<file path="src/sv/sbss_pkg.sv">
// ----------------------------------------------------------------------------
// sbss_pkg
// Shared types and constants for the stereo bus splitter with sidechain.
// ----------------------------------------------------------------------------
package sbss_pkg;

  localparam int SAMPLE_BITS_DEF = 24;
  localparam int COEF_BITS_DEF   = 16;
  localparam int NUM_REGS        = 6;
  localparam int IDX_W           = 3;

  // Smoother coefficient 0.002 in Q0.32, select threshold 0.001 in Q1.31
  localparam logic [31:0] SMOOTH_K   = 32'd8589935;
  localparam logic [31:0] SEL_THRESH = 32'd2147484;
  localparam logic [31:0] Q31_ONE    = 32'h8000_0000;

  // Register indexes
  localparam logic [IDX_W-1:0] REG_FADE   = 3'd0;
  localparam logic [IDX_W-1:0] REG_MAIN   = 3'd1;
  localparam logic [IDX_W-1:0] REG_AUX    = 3'd2;
  localparam logic [IDX_W-1:0] REG_MODE   = 3'd3;
  localparam logic [IDX_W-1:0] REG_SELECT = 3'd4;
  localparam logic [IDX_W-1:0] REG_KEY    = 3'd5;

  typedef enum logic [1:0] {
    SH_30,
    SH_31,
    SH_32
  } shift_e;

  // One datapath step per cycle through the shared multiplier
  typedef enum logic [4:0] {
    ST_SM_MAIN,
    ST_SM_AUX,
    ST_SM_MODE,
    ST_SM_SEL,
    ST_SM_KEY,
    ST_MAIN_A,
    ST_MIX_B,
    ST_MAIN_B,
    ST_MIX_A,
    ST_AUX_A,
    ST_AUX_B,
    ST_OUT0,
    ST_OUT1,
    ST_OUT2,
    ST_OUT3,
    ST_KEY_L,
    ST_KEY_R,
    ST_TGT_D,
    ST_TGT_L,
    ST_TGT_R,
    ST_OUT4
  } step_e;

  typedef enum logic [1:0] {
    S_IDLE,
    S_RUN,
    S_DONE
  } state_e;

  typedef struct packed {
    logic  load;
    logic  run;
    step_e step;
    logic  publish;
  } sbss_cmd_t;

endpackage

</file>
<file path="src/sv/sbss_ctrl.sv">
// ----------------------------------------------------------------------------
// sbss_ctrl
// Frame sequencer: accepts a word, walks the datapath steps, hands off result.
// ----------------------------------------------------------------------------
module sbss_ctrl (
  input  logic              clk_i,
  input  logic              rst_ni,
  input  logic              in_valid_i,
  output logic              in_ready_o,
  output logic              out_valid_o,
  input  logic              out_ready_i,
  output sbss_pkg::sbss_cmd_t cmd_o
);
  import sbss_pkg::*;

  state_e     state_q, state_d;
  logic [4:0] step_q, step_d;
  logic       out_vld_q, out_vld_d;

  always_ff @(posedge clk_i or negedge rst_ni) begin
    if (!rst_ni) begin
      state_q   <= S_IDLE;
      step_q    <= '0;
      out_vld_q <= 1'b0;
    end else begin
      state_q   <= state_d;
      step_q    <= step_d;
      out_vld_q <= out_vld_d;
    end
  end

  always_comb begin
    state_d      = state_q;
    step_d       = step_q;
    cmd_o        = '0;
    cmd_o.step   = step_e'(step_q);
    in_ready_o   = 1'b0;
    unique case (state_q)
      S_IDLE: begin
        in_ready_o = 1'b1;
        if (in_valid_i) begin
          cmd_o.load = 1'b1;
          step_d     = '0;
          state_d    = S_RUN;
        end
      end
      S_RUN: begin
        cmd_o.run = 1'b1;
        step_d    = step_q + 5'd1;
        if (step_e'(step_q) == ST_OUT4) begin
          state_d = S_DONE;
        end
      end
      S_DONE: begin
        // hold until the output register is free
        if (!out_vld_q || out_ready_i) begin
          cmd_o.publish = 1'b1;
          state_d       = S_IDLE;
        end
      end
      default: state_d = S_IDLE;
    endcase
    if (cmd_o.publish) begin
      out_vld_d = 1'b1;
    end else if (out_ready_i) begin
      out_vld_d = 1'b0;
    end else begin
      out_vld_d = out_vld_q;
    end
  end

  assign out_valid_o = out_vld_q;

endmodule

</file>
<file path="src/sv/sbss_dp.sv">
// ----------------------------------------------------------------------------
// sbss_dp
// Datapath: config bank, smoothers, shared rounding multiplier, output word.
// ----------------------------------------------------------------------------
module sbss_dp #(
  parameter int SAMPLE_BITS = sbss_pkg::SAMPLE_BITS_DEF,
  parameter int COEF_BITS   = sbss_pkg::COEF_BITS_DEF
) (
  input  logic                       clk_i,
  input  logic                       rst_ni,
  input  logic                       cfg_we_i,
  input  logic [sbss_pkg::IDX_W-1:0] cfg_idx_i,
  input  logic [COEF_BITS-1:0]       cfg_data_i,
  input  logic [SAMPLE_BITS-1:0]     left_i,
  input  logic [SAMPLE_BITS-1:0]     right_i,
  input  logic [SAMPLE_BITS-1:0]     det_i,
  input  sbss_pkg::sbss_cmd_t        cmd_i,
  output logic [SAMPLE_BITS-1:0]     main_left_o,
  output logic [SAMPLE_BITS-1:0]     main_right_o,
  output logic [SAMPLE_BITS-1:0]     aux_left_o,
  output logic [SAMPLE_BITS-1:0]     aux_right_o,
  output logic [SAMPLE_BITS-1:0]     det_o
);
  import sbss_pkg::*;

  localparam int XW = (SAMPLE_BITS + 3 > 33) ? SAMPLE_BITS + 3 : 33;
  localparam int PW = XW + 33;
  localparam logic [COEF_BITS-1:0] REG_ONE = COEF_BITS'(1) << (COEF_BITS - 1);
  localparam logic signed [XW-1:0] LIMIT = XW'(1) <<< (SAMPLE_BITS - 1);
  localparam logic signed [XW-1:0] FULL  = XW'(1) <<< (SAMPLE_BITS - 4);

  function automatic logic signed [XW-1:0] guard(input logic signed [XW-1:0] v);
    logic signed [XW-1:0] r;
    r = v;
    if (v >= LIMIT || v <= -LIMIT) r = '0;
    return r;
  endfunction

  function automatic logic signed [XW-1:0] clipfs(input logic signed [XW-1:0] v);
    logic signed [XW-1:0] r;
    r = v;
    if (v > FULL) r = FULL;
    else if (v < -FULL) r = -FULL;
    return r;
  endfunction

  function automatic logic [31:0] q31(input logic [COEF_BITS-1:0] r);
    logic [COEF_BITS-1:0] s;
    s = (r > REG_ONE) ? REG_ONE : r;
    return 32'(s) << (32 - COEF_BITS);
  endfunction

  function automatic logic signed [XW-1:0] ext32(input logic [31:0] v);
    return $signed({{(XW-32){1'b0}}, v});
  endfunction

  logic [COEF_BITS-1:0] cfg_q [NUM_REGS];
  logic [31:0] sm_q, sx_q, sd_q, sc_q, sk_q;
  logic        snapped_q, side_q;
  logic signed [XW-1:0] a_q, b_q, dry_q, ma_q, mb_q, aa_q, ab_q, pre_q;
  logic signed [XW-1:0] kl_q, kr_q, acc_q;
  logic signed [XW-1:0] r0_q, r1_q, r2_q, r3_q, r4_q;
  logic [SAMPLE_BITS-1:0] o0_q, o1_q, o2_q, o3_q, o4_q;

  logic [31:0] fade, mt, xt, dt, ct, lt, sel_now;
  logic [32:0] x2, d1;
  logic [31:0] w_off, w_l, w_r;

  assign fade = q31(cfg_q[REG_FADE]);
  assign mt   = q31(cfg_q[REG_MAIN]);
  assign xt   = q31(cfg_q[REG_AUX]);
  assign dt   = q31(cfg_q[REG_MODE]);
  assign ct   = q31(cfg_q[REG_SELECT]);
  assign lt   = q31(cfg_q[REG_KEY]);
  assign sel_now = snapped_q ? sc_q : ct;

  // triangular weights over the smoothed selector
  always_comb begin
    x2    = {sc_q, 1'b0};
    d1    = (x2 >= 33'(Q31_ONE)) ? x2 - 33'(Q31_ONE) : 33'(Q31_ONE) - x2;
    w_off = (x2 >= 33'(Q31_ONE)) ? 32'd0 : 32'(33'(Q31_ONE) - x2);
    w_l   = 32'(33'(Q31_ONE) - d1);
    w_r   = (x2 > 33'(Q31_ONE)) ? 32'(x2 - 33'(Q31_ONE)) : 32'd0;
  end

  // shared multiplier: round(x * q / 2^sh), halves away from zero
  logic signed [XW-1:0] mx, mres;
  logic [31:0]          mq;
  shift_e               msh;
  logic [XW-1:0]        mag;
  logic [PW-1:0]        prod, rnd;
  logic [XW-1:0]        rmag;
  logic [31:0]          s_cur, t_cur;

  always_comb begin
    s_cur = sm_q;
    t_cur = mt;
    case (cmd_i.step)
      ST_SM_AUX:  begin s_cur = sx_q; t_cur = xt; end
      ST_SM_MODE: begin s_cur = sd_q; t_cur = dt; end
      ST_SM_SEL:  begin s_cur = sc_q; t_cur = ct; end
      ST_SM_KEY:  begin s_cur = sk_q; t_cur = lt; end
      default:    begin s_cur = sm_q; t_cur = mt; end
    endcase
    mx  = a_q;
    mq  = fade;
    msh = SH_31;
    unique case (cmd_i.step)
      ST_SM_MAIN, ST_SM_AUX, ST_SM_MODE, ST_SM_SEL, ST_SM_KEY: begin
        mx  = ext32(t_cur) - ext32(s_cur);
        mq  = SMOOTH_K;
        msh = SH_32;
      end
      ST_MAIN_A: begin mx = a_q;          mq = sm_q;  end
      ST_MIX_B:  begin mx = b_q - a_q;    mq = sd_q;  end
      ST_MAIN_B: begin mx = pre_q;        mq = sm_q;  end
      ST_MIX_A:  begin mx = a_q - b_q;    mq = sd_q;  end
      ST_AUX_A:  begin mx = pre_q;        mq = sx_q;  end
      ST_AUX_B:  begin mx = b_q;          mq = sx_q;  end
      ST_OUT0:   begin mx = ma_q - a_q;   mq = fade;  end
      ST_OUT1:   begin mx = mb_q - b_q;   mq = fade;  end
      ST_OUT2:   begin mx = aa_q;         mq = fade;  end
      ST_OUT3:   begin mx = ab_q;         mq = fade;  end
      ST_KEY_L:  begin mx = a_q;          mq = sk_q; msh = SH_30; end
      ST_KEY_R:  begin mx = b_q;          mq = sk_q; msh = SH_30; end
      ST_TGT_D:  begin mx = dry_q;        mq = w_off; end
      ST_TGT_L:  begin mx = kl_q;         mq = w_l;   end
      ST_TGT_R:  begin mx = kr_q;         mq = w_r;   end
      ST_OUT4:   begin mx = acc_q - dry_q; mq = fade; end
      default:   begin mx = a_q;          mq = fade;  end
    endcase
    mag  = mx[XW-1] ? $unsigned(-mx) : $unsigned(mx);
    prod = PW'(mag) * PW'(mq);
    unique case (msh)
      SH_30:   begin rnd = prod + (PW'(1) << 29); rmag = XW'(rnd >> 30); end
      SH_31:   begin rnd = prod + (PW'(1) << 30); rmag = XW'(rnd >> 31); end
      SH_32:   begin rnd = prod + (PW'(1) << 31); rmag = XW'(rnd >> 32); end
      default: begin rnd = prod;                  rmag = XW'(rnd >> 31); end
    endcase
    mres = mx[XW-1] ? -$signed(rmag) : $signed(rmag);
  end

  logic [31:0] s_new;
  assign s_new = 32'(ext32(s_cur) + mres);

  always_ff @(posedge clk_i or negedge rst_ni) begin
    if (!rst_ni) begin
      cfg_q[REG_FADE]   <= REG_ONE;
      cfg_q[REG_MAIN]   <= REG_ONE;
      cfg_q[REG_AUX]    <= REG_ONE;
      cfg_q[REG_MODE]   <= '0;
      cfg_q[REG_SELECT] <= '0;
      cfg_q[REG_KEY]    <= REG_ONE >> 1;
      sm_q      <= '0;
      sx_q      <= '0;
      sd_q      <= '0;
      sc_q      <= '0;
      sk_q      <= '0;
      snapped_q <= 1'b0;
      side_q    <= 1'b0;
    end else begin
      if (cfg_we_i && (cfg_idx_i < IDX_W'(NUM_REGS))) begin
        cfg_q[cfg_idx_i] <= cfg_data_i;
      end
      if (cmd_i.load) begin
        // first frame loads every smoother with its target
        if (!snapped_q) begin
          sm_q <= mt;
          sx_q <= xt;
          sd_q <= dt;
          sc_q <= ct;
          sk_q <= lt;
        end
        snapped_q <= 1'b1;
        side_q    <= (fade != '0) && ((ct > SEL_THRESH) || (sel_now > SEL_THRESH));
      end
      if (cmd_i.run) begin
        case (cmd_i.step)
          ST_SM_MAIN: sm_q <= s_new;
          ST_SM_AUX:  sx_q <= s_new;
          ST_SM_MODE: sd_q <= s_new;
          ST_SM_SEL:  sc_q <= s_new;
          ST_SM_KEY:  sk_q <= s_new;
          default:    ;
        endcase
      end
    end
  end

  always_ff @(posedge clk_i) begin
    if (cmd_i.load) begin
      a_q   <= {{(XW-SAMPLE_BITS){left_i[SAMPLE_BITS-1]}}, left_i};
      b_q   <= {{(XW-SAMPLE_BITS){right_i[SAMPLE_BITS-1]}}, right_i};
      dry_q <= {{(XW-SAMPLE_BITS){det_i[SAMPLE_BITS-1]}}, det_i};
    end
    if (cmd_i.run) begin
      case (cmd_i.step)
        ST_MAIN_A: ma_q  <= mres;
        ST_MIX_B:  pre_q <= a_q + mres;
        ST_MAIN_B: mb_q  <= mres;
        ST_MIX_A:  pre_q <= b_q + mres;
        ST_AUX_A:  aa_q  <= mres;
        ST_AUX_B:  ab_q  <= mres;
        ST_OUT0:   r0_q  <= guard(a_q + mres);
        ST_OUT1:   r1_q  <= guard(b_q + mres);
        ST_OUT2:   r2_q  <= guard(mres);
        ST_OUT3:   r3_q  <= guard(mres);
        ST_KEY_L:  kl_q  <= clipfs(mres);
        ST_KEY_R:  kr_q  <= clipfs(mres);
        ST_TGT_D:  acc_q <= mres;
        ST_TGT_L:  acc_q <= acc_q + mres;
        ST_TGT_R:  acc_q <= acc_q + mres;
        ST_OUT4:   r4_q  <= side_q ? guard(dry_q + mres) : dry_q;
        default:   ;
      endcase
    end
    if (cmd_i.publish) begin
      o0_q <= r0_q[SAMPLE_BITS-1:0];
      o1_q <= r1_q[SAMPLE_BITS-1:0];
      o2_q <= r2_q[SAMPLE_BITS-1:0];
      o3_q <= r3_q[SAMPLE_BITS-1:0];
      o4_q <= r4_q[SAMPLE_BITS-1:0];
    end
  end

  assign main_left_o  = o0_q;
  assign main_right_o = o1_q;
  assign aux_left_o   = o2_q;
  assign aux_right_o  = o3_q;
  assign det_o        = o4_q;

endmodule

</file>
<file path="src/sv/stereo_bus_splitter_sidechain.sv">
// ----------------------------------------------------------------------------
// stereo_bus_splitter_sidechain
// Splits a stereo frame onto main and aux buses and rewrites a detector feed.
// ----------------------------------------------------------------------------
// Usage:
//   The slave channel takes one word per frame: left, right and the dry
//   detector sample. The master channel returns one word per frame: main
//   left/right, aux left/right and the detector output.
//   The config port writes one gain/mode register per cycle when cfg_we_i is
//   high; write only while no frame is in flight.
// Sequencing:
//   An accepted frame walks 21 steps through the single shared rounding
//   multiplier, one per cycle, then waits to be handed off into the output
//   register until it is free; a new word is taken only after that handoff.
// Reset:
//   Registers return to their defaults and smoothers clear; the first frame
//   after reset loads every smoother with its target.
// Stall:
//   The result word sits in the output register while m_axis_tready is low;
//   the next frame is accepted and computed meanwhile, and it waits in the
//   sequencer until the output register frees up.
// ----------------------------------------------------------------------------
module stereo_bus_splitter_sidechain #(
  parameter int SAMPLE_BITS = sbss_pkg::SAMPLE_BITS_DEF,
  parameter int COEF_BITS   = sbss_pkg::COEF_BITS_DEF
) (
  input  logic                       clk_i,
  input  logic                       rst_ni,
  input  logic                       cfg_we_i,
  input  logic [sbss_pkg::IDX_W-1:0] cfg_idx_i,
  input  logic [COEF_BITS-1:0]       cfg_data_i,
  input  logic                       s_axis_tvalid,
  output logic                       s_axis_tready,
  // left_in, right_in, detector_in (lowest first), zero padded to bytes
  input  logic [((3*SAMPLE_BITS+7)/8)*8-1:0] s_axis_tdata,
  output logic                       m_axis_tvalid,
  input  logic                       m_axis_tready,
  // main_left, main_right, aux_left, aux_right, detector_out (lowest first)
  output logic [((5*SAMPLE_BITS+7)/8)*8-1:0] m_axis_tdata
);
  import sbss_pkg::*;

  localparam int OUT_W = ((5*SAMPLE_BITS+7)/8)*8;

  sbss_cmd_t cmd;
  logic [SAMPLE_BITS-1:0] ml, mr, al, ar, dt;

  sbss_ctrl u_ctrl (
    .clk_i       (clk_i),
    .rst_ni      (rst_ni),
    .in_valid_i  (s_axis_tvalid),
    .in_ready_o  (s_axis_tready),
    .out_valid_o (m_axis_tvalid),
    .out_ready_i (m_axis_tready),
    .cmd_o       (cmd)
  );

  sbss_dp #(
    .SAMPLE_BITS (SAMPLE_BITS),
    .COEF_BITS   (COEF_BITS)
  ) u_dp (
    .clk_i        (clk_i),
    .rst_ni       (rst_ni),
    .cfg_we_i     (cfg_we_i),
    .cfg_idx_i    (cfg_idx_i),
    .cfg_data_i   (cfg_data_i),
    .left_i       (s_axis_tdata[SAMPLE_BITS-1:0]),
    .right_i      (s_axis_tdata[2*SAMPLE_BITS-1:SAMPLE_BITS]),
    .det_i        (s_axis_tdata[3*SAMPLE_BITS-1:2*SAMPLE_BITS]),
    .cmd_i        (cmd),
    .main_left_o  (ml),
    .main_right_o (mr),
    .aux_left_o   (al),
    .aux_right_o  (ar),
    .det_o        (dt)
  );

  // pack the result word, padding bits held at zero
  assign m_axis_tdata = OUT_W'({dt, ar, al, mr, ml});

endmodule

</file>
<file path="config.mk">
export PLATFORM = sky130hd
export DESIGN_NAME = stereo_bus_splitter_sidechain
export DESIGN_NICKNAME = d
export VERILOG_FILES = /design/src/sv/sbss_pkg.sv /design/src/sv/sbss_ctrl.sv /design/src/sv/sbss_dp.sv /design/src/sv/stereo_bus_splitter_sidechain.sv
export SDC_FILE = /design/constraint.sdc
export NUM_CORES = 2
export LEC_CHECK = 0
export BUFFER_PORTS_ARGS = -buffer_cell sky130_fd_sc_hd__buf_4
export CAP_MARGIN = 20
export CORE_ASPECT_RATIO = 1.25
export CORE_MARGIN = 8
export CORE_UTILIZATION = 45
export CTS_BUF_LIST = sky130_fd_sc_hd__clkbuf_4 sky130_fd_sc_hd__clkbuf_8
export DETAILED_ROUTE_END_ITERATION = 10
export PLACE_DENSITY_LB_ADDON = 0.05
export SYNTH_ARGS = -nofsm -noshare
export SYNTH_HDL_FRONTEND = slang
export SYNTH_SLANG_ARGS = --single-unit
</file>
<file path="constraint.sdc">
create_clock -name clk_i -period 24.6 [get_ports clk_i]
set_input_delay 1.23 -clock clk_i [delete_from_list [all_inputs] [get_ports clk_i]]
set_output_delay 1.23 -clock clk_i [all_outputs]
set_load 0.02 [all_outputs]
</file>
* Word level (Yosys, flattened, before mapping) *
Index checks and enable logic that the tools add are counted.

word-level totals
  logic and storage cells = 211
  output and inout bits = 122
  register bits after elaboration = 842
  input bits = 96

operators by class
  add/subtract/negate cells = 20
  bitwise logic cells = 1
  reduce and logical (&&, ||, !) cells = 41
  order comparisons = 23
  equality and inequality tests = 27
  multiplexer cells = 61
  multiply operators = 1

operators by type and width
  kind                                                                                    number
  32-bit two-way mux                                                                      23
  33-bit one-hot mux with 13 select lines                                                 1
  32-bit one-hot mux with 4 select lines                                                  2
  32-bit one-hot mux with 8 select lines                                                  1
  33-bit by 25-bit greater-or-equal comparator with 1-bit output (second input constant)  4
  33-bit by 24-bit <= comparator with 1-bit output (second input constant)                4
  33-bit two-way mux                                                                      4
  33-bit one-hot mux with 2 select lines                                                  2
  16-bit two-way mux                                                                      7
  24-bit by 33-bit adder with 33-bit output                                               3
  33-bit one-hot mux with 3 select lines                                                  1
  33-bit by 24-bit subtractor with 33-bit output                                          3
  96-bit bitwise mux                                                                      1
  16-bit greater-than comparator (second input constant)                                  6
  24-bit two-way mux                                                                      3
  33-bit negation                                                                         2
  65-bit by 32-bit adder with 65-bit output (second input constant)                       1
  33-bit by 32-bit multiplier with 65-bit output                                          1
  64-bit by 31-bit adder with 64-bit output (second input constant)                       1
  32-bit by 22-bit greater-than comparator with 1-bit output (second input constant)      2
  32-bit subtractor (first input constant)                                                2
  63-bit by 30-bit adder with 63-bit output (second input constant)                       1
  24-bit by 24-bit subtractor with 25-bit output                                          2
  16-bit demux with 3-bit select                                                          1
  39 further kinds                                                                        96

* Longest topological paths before layout *
  depth after elaboration = 17
  depth in mapped cells = 92
  depth with buffers taken out = 87

* Cells and area by module *
Synthesis repeated with hierarchy kept, for this count alone.

unflattened totals
  cells, all modules = 10025
  area, all modules = 91480.2 um^2

modules (own cells, without submodules)
  module     seq. area each (um^2)  cells each  area each (um^2)  times used
  sbss_dp    23757.8                9985        91074.8           1
  sbss_ctrl  200.2                  40          405.4             1

* Worst setup path before layout *
OpenSTA, ideal clock, no wires.

  path kind = reg2reg
  start point = register u_ctrl.step_q[0]
  end point = register u_dp.r0_q[14], data pin
  period minus slack after synthesis = 19.136 ns
  setup time = 0.257 ns
  buffers on the path = 9
  stages on the path, launching flop included = 85
  slack = 5.464 ns
  required time = 24.343 ns
  data arrival time = 18.879 ns
  path through = dfrtp_1 > ha_1 > or4_1 > nand3_1 > clkbuf_1 > buf_1 > buf_1 > nand2_1 > nand3_1 > inv_1 > ha_1 > a21o_1 > a21o_1 > a21oi_1 > o21ai_0 > a31o_2 > a22oi_1 > nand2_2 > (+49 left out) > a21oi_1 > o21bai_1 > a21oi_1 > nor2b_1 > o31ai_1 > a211oi_1 > a41oi_1 > a211o_1 > o21ai_0 > or4_1 > a31oi_1 > o211ai_1 > a21oi_1 > xnor2_1 > xnor2_1 > mux2i_1 > buf_2 > nor2b_1

on the way
  word-level cells in the longest chain between the ends = 14
  elaborated cells on any way between the ends = 50
  those cells by class = 7 x add/sub; 1 x mul; 2 x order compare; 22 x eq/ne; 8 x mux; 10 x reduce/logical

ends and longest elaborated chain
  element                                                                                                                             line                           RTL
  start, declared                                                                                                                     sbss_ctrl.sv:17                logic [4:0] step_q, step_d;
  start signal, assigned                                                                                                              sbss_ctrl.sv:27                step_q <= step_d;
  5-bit by 3-bit equality test with 1-bit output (tied with other cells)                                                              sbss_dp.sv:98, sbss_dp.sv:108
  32-bit one-hot mux with 4 select lines                                                                                              sbss_dp.sv:98                  case (cmd_i.step)
  32-bit by 32-bit subtractor with 33-bit output                                                                                      sbss_dp.sv:110                 mx = ext32(t_cur) - ext32(s_cur);
  33-bit one-hot mux with 13 select lines                                                                                             sbss_dp.sv:108                 unique case (cmd_i.step)
  33-bit negation                                                                                                                     sbss_dp.sv:132                 mag = mx[XW-1] ? $unsigned(-mx) : $unsigned(mx);
  33-bit two-way mux                                                                                                                  sbss_dp.sv:132
  33-bit by 32-bit multiplier with 65-bit output                                                                                      sbss_dp.sv:133                 prod = PW'(mag) * PW'(mq);
  65-bit by 32-bit adder with 65-bit output (tied with other cells)                                                                   sbss_dp.sv:137                 SH_32: begin rnd = prod + (PW'(1) << 31); rmag = XW'(rnd >> 32); end
  33-bit one-hot mux with 3 select lines                                                                                              sbss_dp.sv:134                 unique case (msh)
  33-bit negation                                                                                                                     sbss_dp.sv:140                 mres = mx[XW-1] ? -$signed(rmag) : $signed(rmag);
  33-bit two-way mux (*)                                                                                                              sbss_dp.sv:140
  via u_dp.mres[1]                                                                                                                    sbss_dp.sv:87                  logic signed [XW-1:0] mx, mres;
  24-bit by 33-bit adder with 33-bit output (*)                                                                                       sbss_dp.sv:204                 ST_OUT0: r0_q <= guard(a_q + mres);
  33-bit by 25-bit greater-or-equal comparator with 1-bit output or 33-bit by 24-bit <= comparator with 1-bit output (tied branches)  sbss_dp.sv:35                  if (v >= LIMIT || v <= -LIMIT) r = '0;
  1-bit logical OR                                                                                                                    sbss_dp.sv:35
  end signal, assigned                                                                                                                sbss_dp.sv:204
  end, declared                                                                                                                       sbss_dp.sv:62                  logic signed [XW-1:0] r0_q, r1_q, r2_q, r3_q, r4_q;

Mark *: on every way through the listed nets, which the timed path passes. The rest lies on a longest branch.
A chain may end at the register's enable or synchronous reset.

* Worst setup path in the final report *
  start point = register u_ctrl.step_q[2]
  end point = register u_dp.sd_q[30]

on the way
  word-level cells in the longest chain between the ends = 14
  elaborated cells on any way between the ends = 49
  those cells by class = 7 x add/sub; 1 x mul; 22 x eq/ne; 10 x mux; 9 x reduce/logical

ends and longest elaborated chain
  element                                                                 line                           RTL
  5-bit by 3-bit equality test with 1-bit output (tied with other cells)  sbss_dp.sv:98, sbss_dp.sv:108
  32-bit one-hot mux with 4 select lines                                  sbss_dp.sv:98
  32-bit by 32-bit subtractor with 33-bit output                          sbss_dp.sv:110
  33-bit one-hot mux with 13 select lines                                 sbss_dp.sv:108
  33-bit negation                                                         sbss_dp.sv:132
  33-bit two-way mux                                                      sbss_dp.sv:132
  33-bit by 32-bit multiplier with 65-bit output                          sbss_dp.sv:133
  65-bit by 32-bit adder with 65-bit output (tied with other cells)       sbss_dp.sv:137
  33-bit one-hot mux with 3 select lines                                  sbss_dp.sv:134
  33-bit negation                                                         sbss_dp.sv:140
  33-bit two-way mux (*)                                                  sbss_dp.sv:140
  via u_dp.mres[7]                                                        sbss_dp.sv:87
  32-bit adder (*)                                                        sbss_dp.sv:144                 assign s_new = 32'(ext32(s_cur) + mres);
  32-bit two-way mux (*)                                                  sbss_dp.sv:178                 case (cmd_i.step)
  32-bit two-way mux (*)                                                  sbss_dp.sv:177                 if (cmd_i.run) begin
  end signal, assigned                                                    sbss_dp.sv:170                 sd_q <= dt;
  end signal, assigned                                                    sbss_dp.sv:181                 ST_SM_MODE: sd_q <= s_new;
  end, declared                                                           sbss_dp.sv:58                  logic [31:0] sm_q, sx_q, sd_q, sc_q, sk_q;

Marks and branches as above.

==> results.yml <==
timing:
  setup_violations: 0
  tightest_slew_ns: 1.18
  layout_min_cycle_time_ns: 23.35
  drv_slew: 0
  period_share_pct: 94.9
  relSlewSlack_pct: 19.0
  fmax_mhz: 42.8
  hold_viol: 0
  setup-tns-final_ns: 0
  fin_skew_ns: 0.0547
  rsz0062_at_grt: "no"
yosys:
  async_reset_ff_share_pct: 31.6
  synth_ff_type: "edfxtp_1"
  yosys_warnings: 0
  synth_area_leader_cell: "fa_1"
  syn_nets: 11500
  synth_seq_cells: 842
  syn_avg_cell_area_sq_um: 9.17
  yosys.area.top_type_share_pct: 20.7
  synth_area_sq_um: 90600
  synth-edff-count: 576
  ys_types: 115
  yosysSeqAreaShare_pct: 26.4
  syn_inst: 9877
  synth_area_leaders: "fa_1, edfxtp_1, ha_1, dfrtp_1, inv_1"
critical_path:
  critPathSlowestCell: "a2111oi_0"
  crit_type: "flop to flop"
  end_kind: "flop"
  worstRegToRegCells: 73
  critPathMaxStageDelay_ns: 1.01
  cp.arrival_ns: 24.17
  crit_fanout: 34
  worstReg2RegStart: "u_ctrl.step_q[2]"
  worstPathRequired_ns: 25.41
  r2r_slack_ns: 1.25
  crit_family: "compound AO/OA/AOI/OAI gates"
  critPathLaunchType: "flop"
  cp_num_buf_inv: 10
  r2r_end: "u_dp.sd_q[30]"
global_routing:
  grt_overflow: 0
  grt_pass1_vias: 81300
  antenna_found_initial: 21
  grt_util_all_layers_pct: 34.4
  grt_pass1_wl_um: 551000
  grt_max_degree: 159
clocking:
  path_clk_slew_ns: 0.08
  clock-sinks: 842
  h-tree-depth: 4
  clock_latency_ns: 0.90
  clk_path_buf_depth: 3
  cts_tree: "yes"
  numCtsBuffers: 138
  root_buffer: "clkbuf_8"
  cts_setup_buffers: 0
cells_and_area:
  layoutNonFillerInstCount: 12800
  layout-drive-gt1-share_pct: 10.4
  area_growth_pct: 10.5
  nets: 11700
detailed_routing:
  viasPerCell: 6.06
  antenna_left: 0
  vias: 77900
  dr.pass1.iters: 8
  drt-initial-drc-count: 7074
  drcViolationCount: 0
  wl_um: 380000
  wire_per_inst_um: 29.6
die:
  chipWidth_um: 417
  rows: 184
  die_h_um: 518
  core-area_sq_um: 201000
  initial_core_util_pct: 45.2
  io_pins: 218
  dieArea_sq_um: 216000
placement:
  portBuffers: 217
  gp_congestion: 1.00
  hpwlAfterDp_um: 300000
  dp.cells: 12600
run_status:
  status: "complete, no violations"
flow_run:
  cap_violations: 0
worst_hold_path:
  hold_path.class: "input pin to asynchronous set/reset pin"
## state kept, by name, indices dropped and copies added (netlist names), 32 cells and up
register,flops
u_dp.ma_q,33
u_dp.kl_q,33
u_dp.sm_q,32
u_dp.ab_q,33
u_dp.sd_q,32
u_dp.sc_q,32
u_dp.mb_q,33
u_dp.cfg_q,96
u_dp.aa_q,33
u_dp.acc_q,33
u_dp.kr_q,33
u_dp.pre_q,33
u_dp.sk_q,32
u_dp.sx_q,32
## synthesized netlist by cell type, drive strengths merged (18+ instances only)
cell type  count
nor3b         22
nor3         192
a21boi        37
o21ai        367
o21bai       112
and3         112
a21o         124
or3           62
dfrtp        262
a222oi        61
a22o          90
o31ai         47
mux2i         38
o211ai        45
ha           592
buf           53
nand4         87
edfxtp       576
xor2         145
a31oi         55
clkbuf       443
a211o         18
a22oi        128
nand3        163
nor2b        125
a21oi        545
xnor2        253
a211oi        85
nand3b        21
nor2         574
or2           35
inv         1319
mux2          99
fa           935
nand2       1285
a221oi        43
nand2b        87
and2         173
o21a          54
o22ai         44
nor4          67
o2111ai       22
## metrics by stage
stage / hold WS (ns) / worst slack [ns] / instance area (sq um) / util (%)
2_1_floorplan: 0.400 / 5.46 / 90600 / -
3_3_place_gp: 0.401 / 1.50 / 96900 / 48.3
3_5_place_dp: 0.405 / 1.42 / 96900 / 48.3
4_1_cts: 0.370 / 1.30 / 100000 / 49.9
5_1_grt: 0.387 / 0.0605 / 100000 / 49.9
6_report: 0.341 / 1.25 / 100000 / 49.9
## logic make-up after synthesis
logic type | after synthesis | synth area share, %
and+or+nand+nor | 3083 | 16.1
AOI/OAI and AO/OA | 2074 | 15.5
buffers and inverters | 1815 | 7.58
adders and majority gates | 1527 | 28.8
DFF | 842 | 26.4
xor gates and xnor gates | 399 | 3.90
muxes | 137 | 1.66
## worst max path at each step
| stage | startpoint | to | slack [ns] | cells past startpoint |
|---|---|---|---|---|
| 6_report | u_ctrl.step_q[2] | u_dp.sd_q[30] | 1.25 | 73 |
| 4_1_cts | u_ctrl.step_q[0] | u_dp.r0_q[0] | 1.30 | 76 |
| 3_3_place_gp | u_ctrl.step_q[0] | u_dp.r0_q[0] | 1.50 | 76 |
| 2_1_floorplan | u_ctrl.step_q[0] | u_dp.r0_q[14] | 5.46 | 84 |
| 3_5_place_dp | u_ctrl.step_q[0] | u_dp.r0_q[13] | 1.42 | 76 |
| 5_1_grt | u_ctrl.step_q[2] | u_dp.r0_q[0] | 0.06 | 74 |
## area by class of cell
cell class / instances / area [sq um]
well taps: 2697 / 3370
fillers: 19000 / 100000
diodes: 6 / 15.0
clock buffers: 179 / 2290
multi-input cells: 7220 / 60700
flip-flops and latches: 842 / 24000
repair buffers: 520 / 4000
inverters: 1319 / 4950
clock inverters: 66 / 841
## what timing repair did
item / in CTS / in global routing
resized for setup: 0 / 2
endpoints found under the setup margin: 0 / 56
hold buffers: 0 / 0
## cell usage in the layout (no fill, tap or decap), types with 85 or more instances in the layout
cell,netlist,routed
inv_1,1319,1318
nand2_1,1284,1283
fa_1,935,935
ha_1,592,592
edfxtp_1,576,576
nor2_1,574,564
a21oi_1,543,537
buf_4,3,511
o21ai_0,351,349
dfrtp_1,262,262
xnor2_1,253,231
nor3_1,185,178
and2_1,172,169
nand3_1,162,159
clkbuf_8,0,152
xor2_1,143,128
a22oi_1,127,127
nor2b_1,125,124
a21o_1,124,123
and3_1,112,111
o21bai_1,112,111
mux2_2,99,99
a22o_1,90,90
nand4_1,87,87
nand2b_1,87,85
## metal layers
layer	track usage, %	vias to the layer above	share of wire (%)
met2	59.3	3381	49
met4	22.0	4	8.1
li1	-	34100	-
met1	39.1	39400	36
met3	6.28	1066	7.0
met5	0	-	0.0071
Power is not shown: default switching activity piles up to over one toggle a cycle in this logic, so the estimate is an artifact.
